`src/rtl/rlpl_pkg.sv`:
```
`timescale 1ns / 1ps

package rlpl_pkg;

    // request kinds carried on s_axis_tuser
    localparam logic CMD_WRITE  = 1'b0;
    localparam logic CMD_LOOKUP = 1'b1;

    // request tdata layout, lowest bit first
    localparam int SLOT_LSB   = 0;
    localparam int SV_BIT     = 4;
    localparam int PFX_LSB    = 5;
    localparam int MSK_LSB    = 37;
    localparam int GW_LSB     = 69;
    localparam int PORT_LSB   = 101;
    localparam int ADDR_LSB   = 105;
    localparam int S_TDATA_W  = 144;

    // result tdata layout, lowest bit first
    localparam int HIT_LSB    = 0;
    localparam int NH_LSB     = 4;
    localparam int OPORT_LSB  = 36;
    localparam int M_TDATA_W  = 40;

    typedef enum logic [1:0] {
        ST_IDLE,
        ST_SCAN,
        ST_FLUSH,
        ST_DONE
    } state_t;

    typedef struct packed {
        logic take;      // latch request, clear scan state
        logic scan_rd;   // read slot at scan counter, advance
        logic out_load;  // load result register
    } dp_cmd_t;

    typedef struct packed {
        logic scan_last; // scan counter at last slot
    } dp_status_t;

endpackage

```
`src/rtl/rlpl_ctrl.sv`:
```
`timescale 1ns / 1ps

module rlpl_ctrl (
    input  logic                 aclk,
    input  logic                 aresetn,
    input  logic                 s_axis_tvalid,
    output logic                 s_axis_tready,
    input  logic                 s_axis_tuser,
    output logic                 m_axis_tvalid,
    input  logic                 m_axis_tready,
    output rlpl_pkg::dp_cmd_t    cmd,
    input  rlpl_pkg::dp_status_t status
);
    import rlpl_pkg::*;

    state_t state_reg, state_next;
    logic   m_tvalid_reg, m_tvalid_next;

    always_ff @(posedge aclk) begin
        if (!aresetn) begin
            state_reg    <= ST_IDLE;
            m_tvalid_reg <= 1'b0;
        end else begin
            state_reg    <= state_next;
            m_tvalid_reg <= m_tvalid_next;
        end
    end

    always_comb begin
        state_next    = state_reg;
        cmd           = '0;
        s_axis_tready = 1'b0;
        unique case (state_reg)
            ST_IDLE: begin
                s_axis_tready = 1'b1;
                if (s_axis_tvalid) begin
                    cmd.take = 1'b1;
                    state_next = (s_axis_tuser == CMD_LOOKUP) ? ST_SCAN : ST_DONE;
                end
            end
            ST_SCAN: begin
                cmd.scan_rd = 1'b1;
                if (status.scan_last) begin
                    state_next = ST_FLUSH;
                end
            end
            // last read is compared in this cycle
            ST_FLUSH: begin
                state_next = ST_DONE;
            end
            ST_DONE: begin
                if (!m_tvalid_reg || m_axis_tready) begin
                    cmd.out_load = 1'b1;
                    state_next = ST_IDLE;
                end
            end
            default: begin
                state_next = ST_IDLE;
            end
        endcase

        if (cmd.out_load) begin
            m_tvalid_next = 1'b1;
        end else if (m_axis_tready) begin
            m_tvalid_next = 1'b0;
        end else begin
            m_tvalid_next = m_tvalid_reg;
        end
    end

    assign m_axis_tvalid = m_tvalid_reg;

    a_load_free: assert property (@(posedge aclk) disable iff (!aresetn)
        cmd.out_load |-> (!m_tvalid_reg || m_axis_tready))
        else $error("result loaded over a pending result");

    a_lookup_scans: assert property (@(posedge aclk) disable iff (!aresetn)
        (s_axis_tvalid && s_axis_tready && s_axis_tuser == CMD_LOOKUP)
            |=> (state_reg == ST_SCAN))
        else $error("lookup did not start a scan");

    a_scan_ends: assert property (@(posedge aclk) disable iff (!aresetn)
        (state_reg == ST_SCAN && status.scan_last) |=> (state_reg == ST_FLUSH))
        else $error("scan overran the last slot");

    a_valid_from_done: assert property (@(posedge aclk) disable iff (!aresetn)
        $rose(m_tvalid_reg) |-> $past(state_reg == ST_DONE))
        else $error("result raised outside the done state");

endmodule

```
`src/rtl/rlpl_dp.sv`:
```
`timescale 1ns / 1ps

module rlpl_dp #(
    parameter int ENTRIES   = 16,
    parameter int PORT_BITS = 4
) (
    input  logic                            aclk,
    input  logic                            aresetn,
    input  logic [rlpl_pkg::S_TDATA_W-1:0]  s_axis_tdata,
    input  logic                            s_axis_tuser,
    output logic [rlpl_pkg::M_TDATA_W-1:0]  m_axis_tdata,
    output logic                            m_axis_tuser,
    input  rlpl_pkg::dp_cmd_t               cmd,
    output rlpl_pkg::dp_status_t            status
);
    import rlpl_pkg::*;

    localparam int IDX_W = (ENTRIES > 1) ? $clog2(ENTRIES) : 1;
    localparam int ENT_W = 96 + PORT_BITS;
    localparam logic [IDX_W-1:0] LAST_IDX = IDX_W'(ENTRIES - 1);

    logic [ENT_W-1:0] mem [0:ENTRIES-1];
    logic [ENTRIES-1:0] valid_reg;

    logic [3:0]           wr_slot;
    logic [IDX_W-1:0]     wr_idx;
    logic                 wr_en;
    logic [ENT_W-1:0]     wr_data;

    logic [31:0]          addr_reg;
    logic [IDX_W-1:0]     cnt_reg;
    logic [ENT_W-1:0]     rd_data_reg;
    logic                 rd_vld_reg;
    logic [IDX_W-1:0]     rd_idx_reg;
    logic                 pipe_reg;

    logic [31:0]          rd_pfx, rd_msk, rd_gw;
    logic [PORT_BITS-1:0] rd_port;
    logic                 better;

    logic                 hit_reg;
    logic [IDX_W-1:0]     best_idx_reg;
    logic [31:0]          best_mask_reg;
    logic [31:0]          best_gw_reg;
    logic [PORT_BITS-1:0] best_port_reg;

    logic                 out_found_reg;
    logic [3:0]           out_slot_reg;
    logic [31:0]          out_nh_reg;
    logic [3:0]           out_port_reg;

    assign wr_slot = s_axis_tdata[SLOT_LSB +: 4];
    assign wr_idx  = IDX_W'(wr_slot);
    assign wr_en   = cmd.take && (s_axis_tuser == CMD_WRITE) && (32'(wr_slot) < ENTRIES);
    assign wr_data = {PORT_BITS'(s_axis_tdata[PORT_LSB +: 4]),
                      s_axis_tdata[GW_LSB +: 32],
                      s_axis_tdata[MSK_LSB +: 32],
                      s_axis_tdata[PFX_LSB +: 32]};

    // table memory: one write port, one registered read port
    always_ff @(posedge aclk) begin
        if (wr_en) begin
            mem[wr_idx] <= wr_data;
        end
        if (cmd.scan_rd) begin
            rd_data_reg <= mem[cnt_reg];
        end
    end

    assign rd_pfx  = rd_data_reg[31:0];
    assign rd_msk  = rd_data_reg[63:32];
    assign rd_gw   = rd_data_reg[95:64];
    assign rd_port = rd_data_reg[ENT_W-1:96];

    // strictly longer mask replaces, so the lowest slot keeps a tie
    assign better = pipe_reg && rd_vld_reg && ((addr_reg & rd_msk) == rd_pfx)
                    && (!hit_reg || (rd_msk > best_mask_reg));

    assign status.scan_last = (cnt_reg == LAST_IDX);

    always_ff @(posedge aclk) begin
        if (!aresetn) begin
            valid_reg <= '0;
            pipe_reg  <= 1'b0;
            hit_reg   <= 1'b0;
        end else begin
            if (wr_en) begin
                valid_reg[wr_idx] <= s_axis_tdata[SV_BIT];
            end
            pipe_reg <= cmd.scan_rd;
            if (cmd.take) begin
                hit_reg <= 1'b0;
            end else if (better) begin
                hit_reg <= 1'b1;
            end
        end
    end

    always_ff @(posedge aclk) begin
        if (cmd.take) begin
            addr_reg <= s_axis_tdata[ADDR_LSB +: 32];
            cnt_reg  <= '0;
        end else if (cmd.scan_rd) begin
            cnt_reg  <= cnt_reg + 1'b1;
        end
        if (cmd.scan_rd) begin
            rd_vld_reg <= valid_reg[cnt_reg];
            rd_idx_reg <= cnt_reg;
        end
        if (better) begin
            best_idx_reg  <= rd_idx_reg;
            best_mask_reg <= rd_msk;
            best_gw_reg   <= rd_gw;
            best_port_reg <= rd_port;
        end
        if (cmd.out_load) begin
            out_found_reg <= hit_reg;
            out_slot_reg  <= hit_reg ? 4'(best_idx_reg) : 4'd0;
            out_nh_reg    <= hit_reg ? best_gw_reg : 32'd0;
            out_port_reg  <= hit_reg ? 4'(best_port_reg) : 4'd0;
        end
    end

    assign m_axis_tuser = out_found_reg;
    assign m_axis_tdata = {out_port_reg, out_nh_reg, out_slot_reg};

    a_pipe_follows_read: assert property (@(posedge aclk) disable iff (!aresetn)
        cmd.scan_rd |=> pipe_reg)
        else $error("read not followed by compare");

    a_hit_cleared: assert property (@(posedge aclk) disable iff (!aresetn)
        cmd.take |=> !hit_reg)
        else $error("best match survived a new request");

    a_no_compare_on_take: assert property (@(posedge aclk) disable iff (!aresetn)
        cmd.take |-> !pipe_reg)
        else $error("request taken while a compare is in flight");

endmodule

```
`src/rtl/route_longest_prefix_lookup.sv`:
```
`timescale 1ns / 1ps
// Write: once the request is taken the block moves to the done state, loads the result register
// and returns to idle. Lookup: once the request is taken the block scans the table, flushes the
// last compare and loads the result in the done state. A new request is taken only in idle, so
// requests never overlap; the single comparator scans one slot per cycle through the one read port.
// Reset (aresetn low, synchronous) clears all valid bits and the handshake state;
// table contents stay undefined until written, with no clearing pass.

module route_longest_prefix_lookup #(
    parameter int ENTRIES   = 16,
    parameter int PORT_BITS = 4
) (
    input  logic                            aclk,
    input  logic                            aresetn,
    input  logic                            s_axis_tvalid,
    output logic                            s_axis_tready,
    // slot[3:0], slot_valid[4], prefix[36:5], prefix_mask[68:37],
    // gateway[100:69], port[104:101], lookup_address[136:105], zero pad
    input  logic [rlpl_pkg::S_TDATA_W-1:0]  s_axis_tdata,
    // cmd[0]
    input  logic                            s_axis_tuser,
    output logic                            m_axis_tvalid,
    input  logic                            m_axis_tready,
    // hit_slot[3:0], next_hop[35:4], out_port[39:36]
    output logic [rlpl_pkg::M_TDATA_W-1:0]  m_axis_tdata,
    // found[0]
    output logic                            m_axis_tuser
);
    import rlpl_pkg::*;

    dp_cmd_t    dp_cmd;
    dp_status_t dp_status;

    rlpl_ctrl u_ctrl (
        .aclk          (aclk),
        .aresetn       (aresetn),
        .s_axis_tvalid (s_axis_tvalid),
        .s_axis_tready (s_axis_tready),
        .s_axis_tuser  (s_axis_tuser),
        .m_axis_tvalid (m_axis_tvalid),
        .m_axis_tready (m_axis_tready),
        .cmd           (dp_cmd),
        .status        (dp_status)
    );

    rlpl_dp #(
        .ENTRIES   (ENTRIES),
        .PORT_BITS (PORT_BITS)
    ) u_dp (
        .aclk         (aclk),
        .aresetn      (aresetn),
        .s_axis_tdata (s_axis_tdata),
        .s_axis_tuser (s_axis_tuser),
        .m_axis_tdata (m_axis_tdata),
        .m_axis_tuser (m_axis_tuser),
        .cmd          (dp_cmd),
        .status       (dp_status)
    );

endmodule

```
`config.mk`:
```
export PLATFORM = sky130hd
export DESIGN_NAME = route_longest_prefix_lookup
export DESIGN_NICKNAME = d
export VERILOG_FILES = /design/src/rtl/rlpl_pkg.sv /design/src/rtl/rlpl_ctrl.sv /design/src/rtl/rlpl_dp.sv /design/src/rtl/route_longest_prefix_lookup.sv
export SDC_FILE = /design/constraint.sdc
export NUM_CORES = 2
export LEC_CHECK = 0
export BUFFER_PORTS_ARGS = -buffer_cell sky130_fd_sc_hd__buf_2
export CELL_PAD_IN_SITES_DETAIL_PLACEMENT = 0
export CELL_PAD_IN_SITES_GLOBAL_PLACEMENT = 1
export CORE_ASPECT_RATIO = 0.7
export CORE_MARGIN = 4
export CORE_UTILIZATION = 43
export DETAILED_ROUTE_END_ITERATION = 7
export PLACE_DENSITY_LB_ADDON = 0.1
export SYNTH_ARGS = -nofsm -noshare
export SYNTH_HDL_FRONTEND = slang
export SYNTH_SLANG_ARGS = --single-unit
```
`constraint.sdc`:
```
create_clock -name aclk -period 19.72 [get_ports aclk]
set_input_delay 3.944 -clock aclk [delete_from_list [all_inputs] [get_ports aclk]]
set_output_delay 3.944 -clock aclk [all_outputs]
set_load 0.03 [all_outputs]
```
==> results.sh <==
export IMPL_max_slew_margin_pct=24.5
export IMPL_routed_wirelength_um=169000
export IMPL_drive_above_1_share_pct=30.7
export IMPL_status="completed"
export IMPL_die_area_um2=171000
export IMPL_holdPathStages=0
export IMPL_synth_seq_cells=1875
export IMPL_avgSynthCellArea_um2=24.5
export IMPL_drt_iter0_drc=3237
export IMPL_die_x_um=492
export IMPL_grtUsageTotal_pct=19.9
export IMPL_clk_latency_ns=0.81
export IMPL_cts_setup_buffers=0
export IMPL_cp_required_ns=20.15
export IMPL_crit_start="s_axis_tvalid"
export IMPL_dp_hpwl_um=89200
export IMPL_numPortBuffers=184
export IMPL_cts_sink_count=1875
export IMPL_crit_chain="buf_2, nand2_1, inv_2, nand4b_1, nor2_4, buf_4, buf_4"
export IMPL_final_period_utilization_pct=36.8
export IMPL_finalHoldViolCount=0
export IMPL_seqPwrFrac_pct=50.3
export IMPL_clockRootBuffer="clkbuf_16"
export IMPL_total_power_uw=9410
export IMPL_period_needed_ns=7.26
export IMPL_rsz0062_at_grt="no"
export IMPL_n_fill_cell=12868
export IMPL_synthArstFlopShare_pct=0
export IMPL_ff2ff_path_depth=8
export IMPL_rows=124
export IMPL_switching_share_pct=24.3
export IMPL_cap_viol_max_count=0
export IMPL_switching_power_uw=2290
export IMPL_p_int_uw=7130
export IMPL_finish_utilization_pct=49.0
export IMPL_io_pins=192
export IMPL_setup_viol=0
export IMPL_largest_reg_flops=1600
export IMPL_max_vdd_ir_drop_v=0.0000902
export IMPL_power_frac_comb_pct=14.3
export IMPL_worstPathArrival_ns=7.69
export IMPL_core_area_um2=163000
export IMPL_syn_nets=3062
export IMPL_start_util_pct=43.3
export IMPL_critical_path_most_common_cell="buf_4"
export IMPL_synthDistinctLibCells=52
export IMPL_clkPwrFrac_pct=35.4
export IMPL_worst_setup_path_end_kind="flop"
export IMPL_syn_area_um2=70500
export IMPL_htree_levels=4
export IMPL_cts_repair_resized=0
export IMPL_dr_pass1_iters=5
export IMPL_finalMaxSlewViolations=0
export IMPL_antenna_left=0
export IMPL_syn_inst=2876
export IMPL_worstHoldStart="u_dp.rd_data_reg[93]$_DFFE_PP_"
export IMPL_r2r_start="u_ctrl.state_reg[1]$_SDFFE_PN0P_"
export IMPL_syn_to_final_growth_pct=13.2
export IMPL_cts_buffer_depth=3
export IMPL_p_per_area_nw_per_um2=118
export IMPL_worst_pin_slew_ns=1.13
export IMPL_crit_path_max_fanout=42
export IMPL_hold_path_class="reg -> reg"
export IMPL_antenna_found_initial=47
export IMPL_grt_max_degree=114
export IMPL_yosys_warnings=0
export IMPL_ys_seq_area_share_pct=79.5
export IMPL_yosys_most_used_dff="edfxtp_1"
export IMPL_path_class="in -> reg"
export IMPL_cts_buffers=180
export IMPL_synth_edf_count=1850
export IMPL_cp_start_kind="input pin"
export IMPL_cts_hold_buf=0
export IMPL_dr_total_vias=31322
export IMPL_final_setup_tns_ns=0
export IMPL_grt_overflow=0
export IMPL_critical_path_slowest_cell="inv_2"
export IMPL_cts_tree="built"
export IMPL_finalNetCount=3362
export IMPL_skew_ns=0.0184
export IMPL_max_freq_mhz=138
export IMPL_grt_pass1_vias=32664
export IMPL_grt_pass1_wl_um=242000
export IMPL_drc=0
export IMPL_gp_congestion=0.843
export IMPL_wl_per_cell_um=30.6
export IMPL_via_per_inst=5.66
export IMPL_slowest_delay_ns=0.78
export IMPL_p_leak_uw=0.0246
export IMPL_die_height_um=347
export IMPL_clk_pin_slew_ns=0.06
-- worst paths after layout --
path	endpoint	slack, ns
worst max-delay path	u_dp.mem[14][15]$_DFFE_PP_	12.46
worst min-delay path	u_dp.best_gw_reg[29]$_DFFE_PP_	0.42
worst max register to register	u_dp.mem[14][15]$_DFFE_PP_	14.90
worst min register to register	u_dp.best_gw_reg[29]$_DFFE_PP_	0.42
-- critical path: cells and delay by family --
family	cells	cell delay, ns
buf+inv	4	2.40
simple gates	3	1.20
-- area by class of cell --
type / instances / area, um^2 / share of cell area, %
antenna: 14 / 35.0 / 0.0439
multi-input combinational: 836 / 13800 / 17.3
clock buffer: 230 / 4840 / 6.06
sequential: 1875 / 56100 / 70.2
inverter: 41 / 164 / 0.205
tap: 2205 / 2760 / 3.45
timing repair buffer: 242 / 1430 / 1.79
clock inverter: 93 / 773 / 0.968
-- logic make-up after synthesis --
kind of cell,Yosys count,synth area share [%]
buffers and inverters,165,1.16
xor gates and xnor gates,5,0.0621
adders and majority gates,37,0.656
and+or+nand+nor,186,1.52
muxes,511,16.2
AOI/OAI and AO/OA,97,0.914
DFF,1875,79.5
-- cell usage in the layout (no fill, tap or decap), types with 6 or more instances in the layout --
cell / n
nor2_4: 12
clkbuf_1: 43
nor2b_1: 6
diode_2: 14
clkinv_2: 25
clkinv_1: 44
nor2_1: 19
and2_1: 41
a21boi_0: 7
o21ai_0: 15
edfxtp_1: 1850
mux2i_1: 6
and3_1: 13
nand3_1: 12
clkbuf_16: 187
nand3b_1: 10
bufinv_16: 11
ha_1: 36
a21oi_1: 36
nand4_1: 17
buf_12: 6
buf_4: 52
nand2_1: 23
a21bo_2: 9
and3b_1: 6
inv_1: 37
inv_6: 9
nor4_1: 6
dfxtp_1: 20
mux4_2: 505
buf_2: 184
-- cell usage after synthesis (2+ instances only) --
library cell  instances  area (um^2)
nor4_1                6         37.5
mux2i_1               6         60.1
xor2_1                4         35.0
and4_1                5         43.8
buf_6                 9          101
buf_2                12         60.1
inv_1                39          146
o21ai_0              15         75.1
a21oi_1              36          180
o211ai_1              5         37.5
nor2_1               31          116
nor3_1                2         10.0
nand2b_1              2         12.5
nand4b_1              3         26.3
nand3_1              12         60.1
clkbuf_1             56          210
dfxtp_1              25          500
and2_1               41          257
nor2b_1               7         43.8
nand3b_1             10         75.1
a211oi_1              4         30.0
o22a_1                4         35.0
or4_1                 4         30.0
a21o_1                4         30.0
and3b_1               6         52.6
o22ai_1               3         18.8
nand4_1              17          106
a21boi_0              7         52.6
ha_1                 37          463
mux4_2              505        11400
edfxtp_1           1850        55600
a221o_1               2         20.0
buf_4                31          233
nand2_1              23         86.3
buf_1                16         60.1
a21bo_2               9         90.1
and3_1               13         81.3
-- per-stage QoR --
stage | cell area [um^2] | setup slack [ns] | cells | hold slack [ns]
after floorplan | 70500 | 7.22 | 2876 | 0.400
after global placement | 74200 | 11.62 | 5199 | 0.403
after detailed placement | 74200 | 11.47 | 5199 | 0.405
after CTS | 79800 | 12.35 | 5522 | 0.417
after global routing | 79800 | 12.23 | 5524 | 0.424
final | 79900 | 12.46 | 5536 | 0.418
-- per-layer routing --
layer	up-vias	part of all wire (%)	GRT usage [%]
li1	12996	-	-
met1	17203	43	28.1
met2	873	49	32.5
met3	244	5.6	3.74
met4	6	1.9	4.76
met5	-	0.023	0
-- power groups by stage --
| stage | logic (uW) | registers (uW) | clock network, uW |
|---|---|---|---|
| after floorplan | 1020 | 4760 | 0 |
| after global placement | 1360 | 4820 | 0 |
| after detailed placement | 1380 | 4830 | 0 |
| after CTS | 1380 | 4740 | 3420 |
| after global routing | 1460 | 4750 | 3580 |
| final | 1350 | 4740 | 3330 |
Power figures use the tool's default switching activity.
